File: config.mk
export PLATFORM = sky130hd
export DESIGN_NAME = interrupt_flag_mask_dispatcher_core
export DESIGN_NICKNAME = d
export VERILOG_FILES = /design/src/ifmd_pkg.sv /design/src/ifmd_ctrl.sv /design/src/ifmd_dp.sv /design/src/interrupt_flag_mask_dispatcher_core.sv
export SDC_FILE = /design/constraint.sdc
export NUM_CORES = 1
export LEC_CHECK = 0
export BUFFER_PORTS_ARGS = -buffer_cell sky130_fd_sc_hd__buf_2
export CORE_UTILIZATION = 45
export CTS_CLUSTER_SIZE = 28
export DETAILED_ROUTE_END_ITERATION = 7
export PLACE_DENSITY = 0.78
export SLEW_MARGIN = 20
export SYNTH_ARGS = -nofsm -noshare
export SYNTH_HDL_FRONTEND = slang
export SYNTH_HIERARCHICAL = 1
export SYNTH_SLANG_ARGS = --single-unit
File: constraint.sdc
create_clock -name i_clk -period 4.5 [get_ports i_clk]
set_input_delay 0 -clock i_clk [delete_from_list [all_inputs] [get_ports i_clk]]
set_output_delay 0 -clock i_clk [all_outputs]
set_load 0.02 [all_outputs]
File: src/ifmd_pkg.sv
// Shared types, codes and helpers for the interrupt flag/mask dispatcher.
// No dependencies; imported by the controller, datapath and top level.
`timescale 1ns / 1ps

package ifmd_pkg;

    localparam int unsigned DATA_W  = 32;
    localparam int unsigned IDX_W   = 5;
    localparam int unsigned CNT_W   = 6;

    typedef logic [1:0] t_req;
    typedef logic [1:0] t_sel;
    typedef logic [1:0] t_kind;

    // request types
    localparam t_req REQ_READ     = 2'd0;
    localparam t_req REQ_WRITE    = 2'd1;
    localparam t_req REQ_EVENT    = 2'd2;
    localparam t_req REQ_DISPATCH = 2'd3;

    // register selects
    localparam t_sel REG_MASK   = 2'd0;
    localparam t_sel REG_FLAG   = 2'd1;
    localparam t_sel REG_STATUS = 2'd2;

    // response kinds
    localparam t_kind KIND_READ  = 2'd0;
    localparam t_kind KIND_WDONE = 2'd1;
    localparam t_kind KIND_SRC   = 2'd2;
    localparam t_kind KIND_NONE  = 2'd3;

    // controller -> datapath
    typedef struct packed {
        logic accept;      // input transfer this cycle
        logic disp_start;  // dispatch with something pending: snapshot status
        logic disp_step;   // dispatch one source this cycle
    } t_dp_cmd;

    // datapath -> controller
    typedef struct packed {
        logic eff_any;     // effective status non-zero
        logic pend_last;   // current dispatch step is the final one
    } t_dp_sts;

    // one-hot to binary index; bits are independent ORs
    function automatic logic [IDX_W-1:0] onehot_to_idx(input logic [DATA_W-1:0] oh);
        logic [IDX_W-1:0] idx;
        idx = '0;
        for (int i = 0; i < DATA_W; i++) begin
            if (oh[i]) begin
                idx = idx | IDX_W'(i);
            end
        end
        return idx;
    endfunction

endpackage

File: src/ifmd_ctrl.sv
// Controller for the interrupt dispatcher: idle / dispatch sequencing.
// Depends on ifmd_pkg for command and status structs.
`timescale 1ns / 1ps

module ifmd_ctrl
    import ifmd_pkg::*;
(
    input  logic    i_clk,
    input  logic    i_rst_n,
    input  logic    start,
    input  t_req    i_req_type,
    input  t_dp_sts i_sts,
    output t_dp_cmd o_cmd,
    output logic    busy
);

    localparam logic ST_IDLE = 1'b0;
    localparam logic ST_DISP = 1'b1;

    logic r_state;
    logic n_state;

    assign busy              = (r_state == ST_DISP);
    assign o_cmd.accept      = start && !busy;
    assign o_cmd.disp_start  = o_cmd.accept && (i_req_type == REQ_DISPATCH) && i_sts.eff_any;
    assign o_cmd.disp_step   = (r_state == ST_DISP);

    always_comb begin
        n_state = r_state;
        case (r_state)
            ST_IDLE: begin
                if (o_cmd.disp_start) begin
                    n_state = ST_DISP;
                end
            end
            ST_DISP: begin
                if (i_sts.pend_last) begin
                    n_state = ST_IDLE;
                end
            end
            default: n_state = ST_IDLE;
        endcase
    end

    always_ff @(posedge i_clk) begin
        if (!i_rst_n) begin
            r_state <= ST_IDLE;
        end else begin
            r_state <= n_state;
        end
    end

endmodule

File: src/ifmd_dp.sv
// Datapath for the interrupt dispatcher: flag/mask registers, pending walk,
// result registers. Depends on ifmd_pkg.
`timescale 1ns / 1ps

module ifmd_dp
    import ifmd_pkg::*;
#(
    parameter int unsigned NUM_SOURCES = 32
) (
    input  logic              i_clk,
    input  logic              i_rst_n,
    input  t_dp_cmd           i_cmd,
    input  t_req              i_req_type,
    input  t_sel              i_reg_select,
    input  logic [DATA_W-1:0] i_write_data,
    input  logic [DATA_W-1:0] i_raise_bits,
    output t_dp_sts           o_sts,
    output logic              o_valid,
    output t_kind             o_resp_kind,
    output logic [DATA_W-1:0] o_read_data,
    output logic [IDX_W-1:0]  o_source_index,
    output logic [CNT_W-1:0]  o_handled_count,
    output logic              o_last,
    output logic              o_irq_pending
);

    localparam logic [DATA_W-1:0] SRC_MASK = {DATA_W{1'b1}} >> (DATA_W - NUM_SOURCES);

    logic [DATA_W-1:0] r_flag, n_flag;
    logic [DATA_W-1:0] r_mask, n_mask;
    logic [DATA_W-1:0] r_pend, n_pend;
    logic [CNT_W-1:0]  r_cnt,  n_cnt;

    logic              r_valid, n_valid;
    t_kind             r_kind,  n_kind;
    logic [DATA_W-1:0] r_data,  n_data;
    logic [IDX_W-1:0]  r_idx,   n_idx;
    logic [CNT_W-1:0]  r_hcnt,  n_hcnt;
    logic              r_last,  n_last;
    logic              r_irq,   n_irq;

    logic [DATA_W-1:0] eff;
    logic [DATA_W-1:0] low_bit;
    logic [DATA_W-1:0] pend_rest;

    assign eff       = r_flag & ~r_mask & SRC_MASK;
    assign low_bit   = r_pend & (~r_pend + DATA_W'(1));
    assign pend_rest = r_pend & ~low_bit;

    assign o_sts.eff_any   = |eff;
    assign o_sts.pend_last = (pend_rest == '0);

    always_comb begin
        n_flag  = r_flag;
        n_mask  = r_mask;
        n_pend  = r_pend;
        n_cnt   = r_cnt;
        n_valid = 1'b0;
        n_kind  = KIND_READ;
        n_data  = '0;
        n_idx   = '0;
        n_hcnt  = '0;
        n_last  = 1'b1;
        n_irq   = 1'b0;

        if (i_cmd.disp_step) begin
            n_flag  = r_flag & ~low_bit;
            n_pend  = pend_rest;
            n_cnt   = r_cnt + CNT_W'(1);
            n_valid = 1'b1;
            n_kind  = KIND_SRC;
            n_idx   = onehot_to_idx(low_bit);
            n_hcnt  = r_cnt + CNT_W'(1);
            n_last  = (pend_rest == '0);
            n_irq   = (pend_rest != '0);
        end else if (i_cmd.accept) begin
            case (i_req_type)
                REQ_READ: begin
                    n_valid = 1'b1;
                    n_kind  = KIND_READ;
                    case (i_reg_select)
                        REG_MASK:   n_data = r_mask | ~SRC_MASK;
                        REG_FLAG:   n_data = r_flag;
                        REG_STATUS: n_data = eff;
                        default:    n_data = '0;
                    endcase
                    n_irq   = |eff;
                end
                REQ_WRITE: begin
                    case (i_reg_select)
                        REG_MASK: n_mask = i_write_data | ~SRC_MASK;
                        REG_FLAG: n_flag = r_flag & ~i_write_data;
                        default:  ;
                    endcase
                    n_valid = 1'b1;
                    n_kind  = KIND_WDONE;
                    n_irq   = |(n_flag & ~n_mask & SRC_MASK);
                end
                REQ_EVENT: begin
                    n_flag = r_flag | (i_raise_bits & SRC_MASK);
                end
                REQ_DISPATCH: begin
                    if (i_cmd.disp_start) begin
                        n_pend = eff;
                        n_cnt  = '0;
                    end else begin
                        n_valid = 1'b1;
                        n_kind  = KIND_NONE;
                    end
                end
                default: ;
            endcase
        end
    end

    always_ff @(posedge i_clk) begin
        if (!i_rst_n) begin
            r_flag  <= '0;
            r_mask  <= '1;
            r_valid <= 1'b0;
        end else begin
            r_flag  <= n_flag;
            r_mask  <= n_mask;
            r_valid <= n_valid;
        end
    end

    always_ff @(posedge i_clk) begin
        r_pend <= n_pend;
        r_cnt  <= n_cnt;
        r_kind <= n_kind;
        r_data <= n_data;
        r_idx  <= n_idx;
        r_hcnt <= n_hcnt;
        r_last <= n_last;
        r_irq  <= n_irq;
    end

    assign o_valid         = r_valid;
    assign o_resp_kind     = r_kind;
    assign o_read_data     = r_data;
    assign o_source_index  = r_idx;
    assign o_handled_count = r_hcnt;
    assign o_last          = r_last;
    assign o_irq_pending   = r_irq;

endmodule

File: src/interrupt_flag_mask_dispatcher_core.sv
// Interrupt flag/mask dispatcher, top level. Register read/write: registered
// result in the cycle after the transfer, next transfer the following cycle.
// Source event: no result. Dispatch of N pending sources: busy during the
// one-source-per-cycle pending walk, one result per cycle, the first
// registered after the pending snapshot. The receiver cannot stall o_valid.
// Synchronous active-low reset masks all sources and clears all flags.
`timescale 1ns / 1ps

// Structure:
//   ifmd_ctrl - two-state sequencer (idle / dispatch), drives busy.
//   ifmd_dp   - flag and mask registers, pending snapshot walked lowest
//               bit first, registered result ports.
// Effective status = flag AND NOT mask, restricted to NUM_SOURCES bits.
// Flag writes clear bits written as one; status writes are ignored but
// still answer write done.

module interrupt_flag_mask_dispatcher_core
    import ifmd_pkg::*;
#(
    parameter int unsigned NUM_SOURCES = 32
) (
    input  logic              i_clk,
    input  logic              i_rst_n,
    input  logic              start,
    output logic              busy,
    input  logic [1:0]        i_req_type,
    input  logic [1:0]        i_reg_select,
    input  logic [DATA_W-1:0] i_write_data,
    input  logic [DATA_W-1:0] i_raise_bits,
    output logic              o_valid,
    output logic [1:0]        o_resp_kind,
    output logic [DATA_W-1:0] o_read_data,
    output logic [IDX_W-1:0]  o_source_index,
    output logic [CNT_W-1:0]  o_handled_count,
    output logic              o_last,
    output logic              o_irq_pending
);

    t_dp_cmd cmd;
    t_dp_sts sts;

    // controller: accepts transfers, sequences the dispatch walk
    ifmd_ctrl u_ctrl (
        .i_clk      (i_clk),
        .i_rst_n    (i_rst_n),
        .start      (start),
        .i_req_type (i_req_type),
        .i_sts      (sts),
        .o_cmd      (cmd),
        .busy       (busy)
    );

    // datapath: register file, pending walk and result registers
    ifmd_dp #(
        .NUM_SOURCES (NUM_SOURCES)
    ) u_dp (
        .i_clk           (i_clk),
        .i_rst_n         (i_rst_n),
        .i_cmd           (cmd),
        .i_req_type      (i_req_type),
        .i_reg_select    (i_reg_select),
        .i_write_data    (i_write_data),
        .i_raise_bits    (i_raise_bits),
        .o_sts           (sts),
        .o_valid         (o_valid),
        .o_resp_kind     (o_resp_kind),
        .o_read_data     (o_read_data),
        .o_source_index  (o_source_index),
        .o_handled_count (o_handled_count),
        .o_last          (o_last),
        .o_irq_pending   (o_irq_pending)
    );

endmodule

==> metrics, run 1 <==
grt ovf=0; first-pass GRT wire length=42800 um; setup_tns=0 ps; WL final=approximately 28000 um; initial antenna violation count=0; CTS Root Cell=clkbuf_16; CP max FO=9; CORE AREA=16600 um^2; ratio of cells with drive above 1 in the final layout=17.4%; CTS Buffer Depth=2; most frequent cells in the layout=buf_2, dfxtp_1, nand2_1; P per Cell Area=339 nW/um^2; WS Path Type=flop to flop; largest net degree at the start of global routing=81; Yosys reg bits=around 150; synth unique cells=67; number of global-route vias before repair=7649; Final Skew=about 11 ps; Detail Placement HPWL=19200 um; drt drc=0; fin nets=1148; Final Setup Violations=0; multi-input logic area=3890 um^2; Syn Inst Count=929; GP Congestion=0.955; clock net sink count=151; dpl cells=1215; WP data required=4810 ps; post-synthesis sequential area ratio=44.2%; Rows=47; detail-routed via count per cell=6.31; Layout area overhead=25.7%; Critical Path Source Type=flop; number of CTS-inserted buffers=17; Synth async-reset ratio=0%; wire length per cell=roughly 22 um; fillers=1487; Lkg Pwr=3.90 nW; syn nets=1001; syn avg cell area=8.28 um^2; clock slew at reported path FFs=70 ps; commonest non-fill, non-tap cell in the layout=buf_2; type of the tightest min-delay check=input port to flop; vias=8263; num ports=120; Port Buffers=around 120; Fin. Hold Viols=0; Starting Density=46.2%; critical path capture point type=flop; total track usage=roughly a third; relative slew slack=36.8%; Final Max Tran Viols=0; total power=3.27 mW; area of the mapped netlist=slightly below 8000 um^2; postcts setup bufs=0; first-pass detailed-route iteration total=7; Peak Freq=roughly 250 MHz; CTS tree=done; H-tree depth=4; antenna diode count=0; Iter 0 DRT Violations=1112; placed inst area=8410 um^2; Worst-Margin Slew=945 ps; die width=133 um; Die ar.=17600 um^2; Post-synth EDFFs=38; Warnings, synthesis=6; Post-DRT Antenna Nets=0; Post-Layout Cell Count=1309; Skew-Pair Late Insertion Delay=430 ps; Final Cell Area=9670 um^2; Tmin final=4060 ps; Min-Delay Path Depth=5; worst r2r path cells=9; RSZ-0062 raised after global routing=false; Primary FF master, synth=dfxtp_1; Final Cycle Share=90.1%; VDD IR max=0.000277 V; FF+latch area=around 3400 um^2; Die Span Y=between 100 and 150 um; maxcap violations=0; hold slack final=6.03 ps; Crit path arrival time=4360 ps; status=finished, final reports clean
## sequential cells by signal, summed over array words and instances, names as in the netlist
register,cells
u_dp/o_read_data,32
u_ctrl/busy,1
u_dp/r_pend,32
u_dp/r_cnt,6
u_dp/r_mask,32
u_dp/o_handled_count,6
u_dp/o_last,1
u_dp/o_valid,1
u_dp/o_source_index,5
u_dp/o_irq_pending,1
u_dp/o_resp_kind,2
u_dp/r_flag,32
## routing by layer
metal | GRT usage, % | vias to the layer above | wire length [um]
met5 | 0 | - | 0
met1 | 41.1 | 3850 | 11100
li1 | - | 3715 | -
met4 | 16.2 | 0 | 1240
met2 | 51.6 | 606 | 13300
met3 | 6.02 | 92 | 2800
## Yosys cell counts (18+ instances only)
master | n | area, um^2
o211ai_1 | 39 | 293
nor2_1 | 77 | 289
a21oi_1 | 83 | 415
o22ai_1 | 18 | 113
clkbuf_1 | 60 | 225
dfxtp_1 | 113 | 2260
nor3_1 | 21 | 105
o21ai_0 | 88 | 440
nand2_1 | 94 | 353
a22oi_1 | 41 | 308
edfxtp_1 | 38 | 1140
inv_1 | 44 | 165
nand3_1 | 24 | 120
nand2b_1 | 37 | 231
## final cells by class
class                      count  share of cell area (%)
clock buffer                  18                    4.54
clock inverter                14                    1.97
inverter                      44                    1.71
multi-input combinational    669                    40.2
sequential                   151                    35.2
tap                          220                    2.85
timing repair buffer         193                    13.5
## logic make-up after synthesis
kind of cell | after synthesis | synth area share (%)
AO/OA/AOI/OAI | 329 | 27.0
AND/OR/NAND/NOR | 326 | 21.4
flip-flops | 151 | 44.2
buffers and inverters | 109 | 5.56
multiplexers | 7 | 0.911
XOR/XNOR | 4 | 0.456
adder cells (fa/ha/maj) | 3 | 0.439
## stage by stage
step	setup slack (ps)	util [%]
finish	445	58.1
global route	261	58.1
CTS	473	58.0
detailed placement	995	50.5
global placement	1030	50.5
floorplan	287	-
## report_power, final
group | switching, mW | internal (mW) | total, mW | leakage (nW)
Combinational | 0.179 | 0.124 | 0.304 | 2.35
Clock | 0.621 | 0.903 | 1.52 | 0.307
Sequential | 0.0305 | 1.41 | 1.45 | 1.24
Total | 0.831 | 2.44 | 3.27 | 3.90
## worst paths after layout
check / from / endpoint / slack, ps
min: i_raise_bits[19] / u_dp/r_flag[19] / 6
min reg2reg: u_dp/r_cnt[0] / u_dp/o_handled_count[0] / 490
max reg2reg: u_dp/r_pend[11] / u_ctrl/busy / 440
max: u_dp/r_pend[11] / u_ctrl/busy / 440
## worst max-delay path, cell delays in order, from the launching register on
cell and delay [ps]:
edfxtp_1 520, or4_4 640, nor4_4 550, nor4b_1 630, o2111ai_1 200, or4_4 580, inv_1 60, nand3b_1 120
o21ai_2 70, dlygate4sd3_1 550
## repair_timing
item	in CTS	in global routing
hold endpoints to repair	66	0
resized for setup	0	0
hold buffers	62	0
No activity file was read; power rests on OpenSTA's default activity.
==> run 2: changes to the inputs <==
--- a/config.mk
+++ b/config.mk
@@ -10,6 +10,7 @@
 export CTS_CLUSTER_SIZE = 28
 export DETAILED_ROUTE_END_ITERATION = 7
 export PLACE_DENSITY = 0.78
+export RECOVER_POWER = 50
 export SLEW_MARGIN = 20
 export SYNTH_ARGS = -nofsm -noshare
 export SYNTH_HDL_FRONTEND = slang
==> metrics, run 2 (synthesized netlist as in run 1, its figures left out) <==
most frequent cells in the layout=dfxtp_1, nand2_1, o21ai_0; H-tree depth=4; maxcap violations=1; Skew-Pair Late Insertion Delay=430 ps; die width=133 um; Starting Density=46.2%; detail-routed via count per cell=6.26; WP data required=4810 ps; CORE AREA=16600 um^2; commonest non-fill, non-tap cell in the layout=dfxtp_1; postcts setup bufs=0; reg-to-reg slack, setup=320 ps; Final Setup Violations=0; Die Span Y=around 130 um; first-pass detailed-route iteration total=6; total power=3.27 mW; DP Worst Slack=just under 1000 ps; total track usage=32.0%; critical path capture point type=flop; Post-Layout Cell Count=1309; CTS Buffer Depth=2; CTS Root Cell=clkbuf_16; Tmin final=4180 ps; first-pass GRT wire length=42800 um; dpl cells=1215; Die ar.=17600 um^2; Lkg Pwr=3.67 nW; type of the tightest min-delay check=input port to flop; RSZ-0062 raised after global routing=false; relative slew slack=-47.3%; grt ovf=0; GP Congestion=0.955; Rows=47; Crit path arrival time=4480 ps; Final Max Tran Viols=65; clock slew at reported path FFs=about 60 ps; Port Buffers=119; fin nets=1148; Detail Placement HPWL=19200 um; setup_tns=0 ps; ratio of cells with drive above 1 in the final layout=12.3%; Critical Path Source Type=flop; Post-DRT Antenna Nets=0; Layout area overhead=24.5%; clock net sink count=151; vias=8199; WL final=28400 um; setup ws final=~320 ps; Peak Freq=239 MHz; drt drc=0; number of CTS-inserted buffers=17; num ports=120; VDD IR max=0.000276 V; Iter 0 DRT Violations=1124; largest net degree at the start of global routing=81; Final Skew=about 11 ps; initial antenna violation count=0; P per Cell Area=341 nW/um^2; CP max FO=9; failing checks=capacitance limit, slew limit; Final Cycle Share=between 90 and 100%; status=finished with violations; CTS tree=done; WS Path Type=flop to flop; antenna diode count=0; Fin. Hold Viols=0; wire length per cell=21.7 um; Worst-Margin Slew=2200 ps; number of global-route vias before repair=7649
## run 2: area by class of cell
class | instances | area, um^2
fill | 1526 | 7060
multi-input combinational | 669 | 3860
sequential | 151 | 3400
timing repair buffer | 193 | 1240
clock buffer | 18 | 439
tap | 220 | 275
clock inverter | 14 | 190
inverter | 44 | 165
## run 2: report_power, final
group / leakage, nW / internal, mW / switching, mW
logic: 2.13 / 0.123 / 0.178
clock network: 0.307 / 0.903 / 0.619
registers: 1.24 / 1.41 / 0.0303
## run 2: repair_timing
action,4_1_cts,5_1_grt
hold endpoints to repair,66,0
hold buffers,62,0
resized for setup,0,0
## run 2: worst paths after layout
path,depth (start not counted),endpoint,start
worst min-delay path,5,u_dp/r_flag[19],i_raise_bits[19]
worst max register to register,9,u_ctrl/busy,u_dp/r_pend[3]
worst min register to register,1,u_dp/o_handled_count[0],u_dp/r_cnt[0]
worst max-delay path,9,u_ctrl/busy,u_dp/r_pend[3]
## run 2: worst max-delay path, stage by stage, from the launching register on
cell,delay [ps]
edfxtp_1,500
or4_1,740
nor4_4,570
nor4b_1,650
o2111ai_1,210
or4_4,580
inv_1,60
nand3b_1,120
o21ai_2,70
dlygate4sd3_1,550
## run 2: stage by stage
stage	utilization, %	hold slack, ps	area [um^2]
5_1_grt	57.6	65.1	9580
4_1_cts	58.0	9.85	9660
6_report	57.6	12.1	9580
3_3_place_gp	50.5	209	8410
2_1_floorplan	-	93.2	7690
3_5_place_dp	50.5	216	8410
## run 2: layer usage
metal / GRT usage (%) / vias to the layer above / routed length [um] / share of wire (%)
li1: - / 3715 / - / -
met1: 41.1 / 3830 / 11100 / 39
met2: 51.6 / 554 / 13200 / 46
met3: 6.02 / 100 / 2740 / 9.6
met4: 16.2 / 0 / 1360 / 4.8
met5: 0 / - / 0 / 0
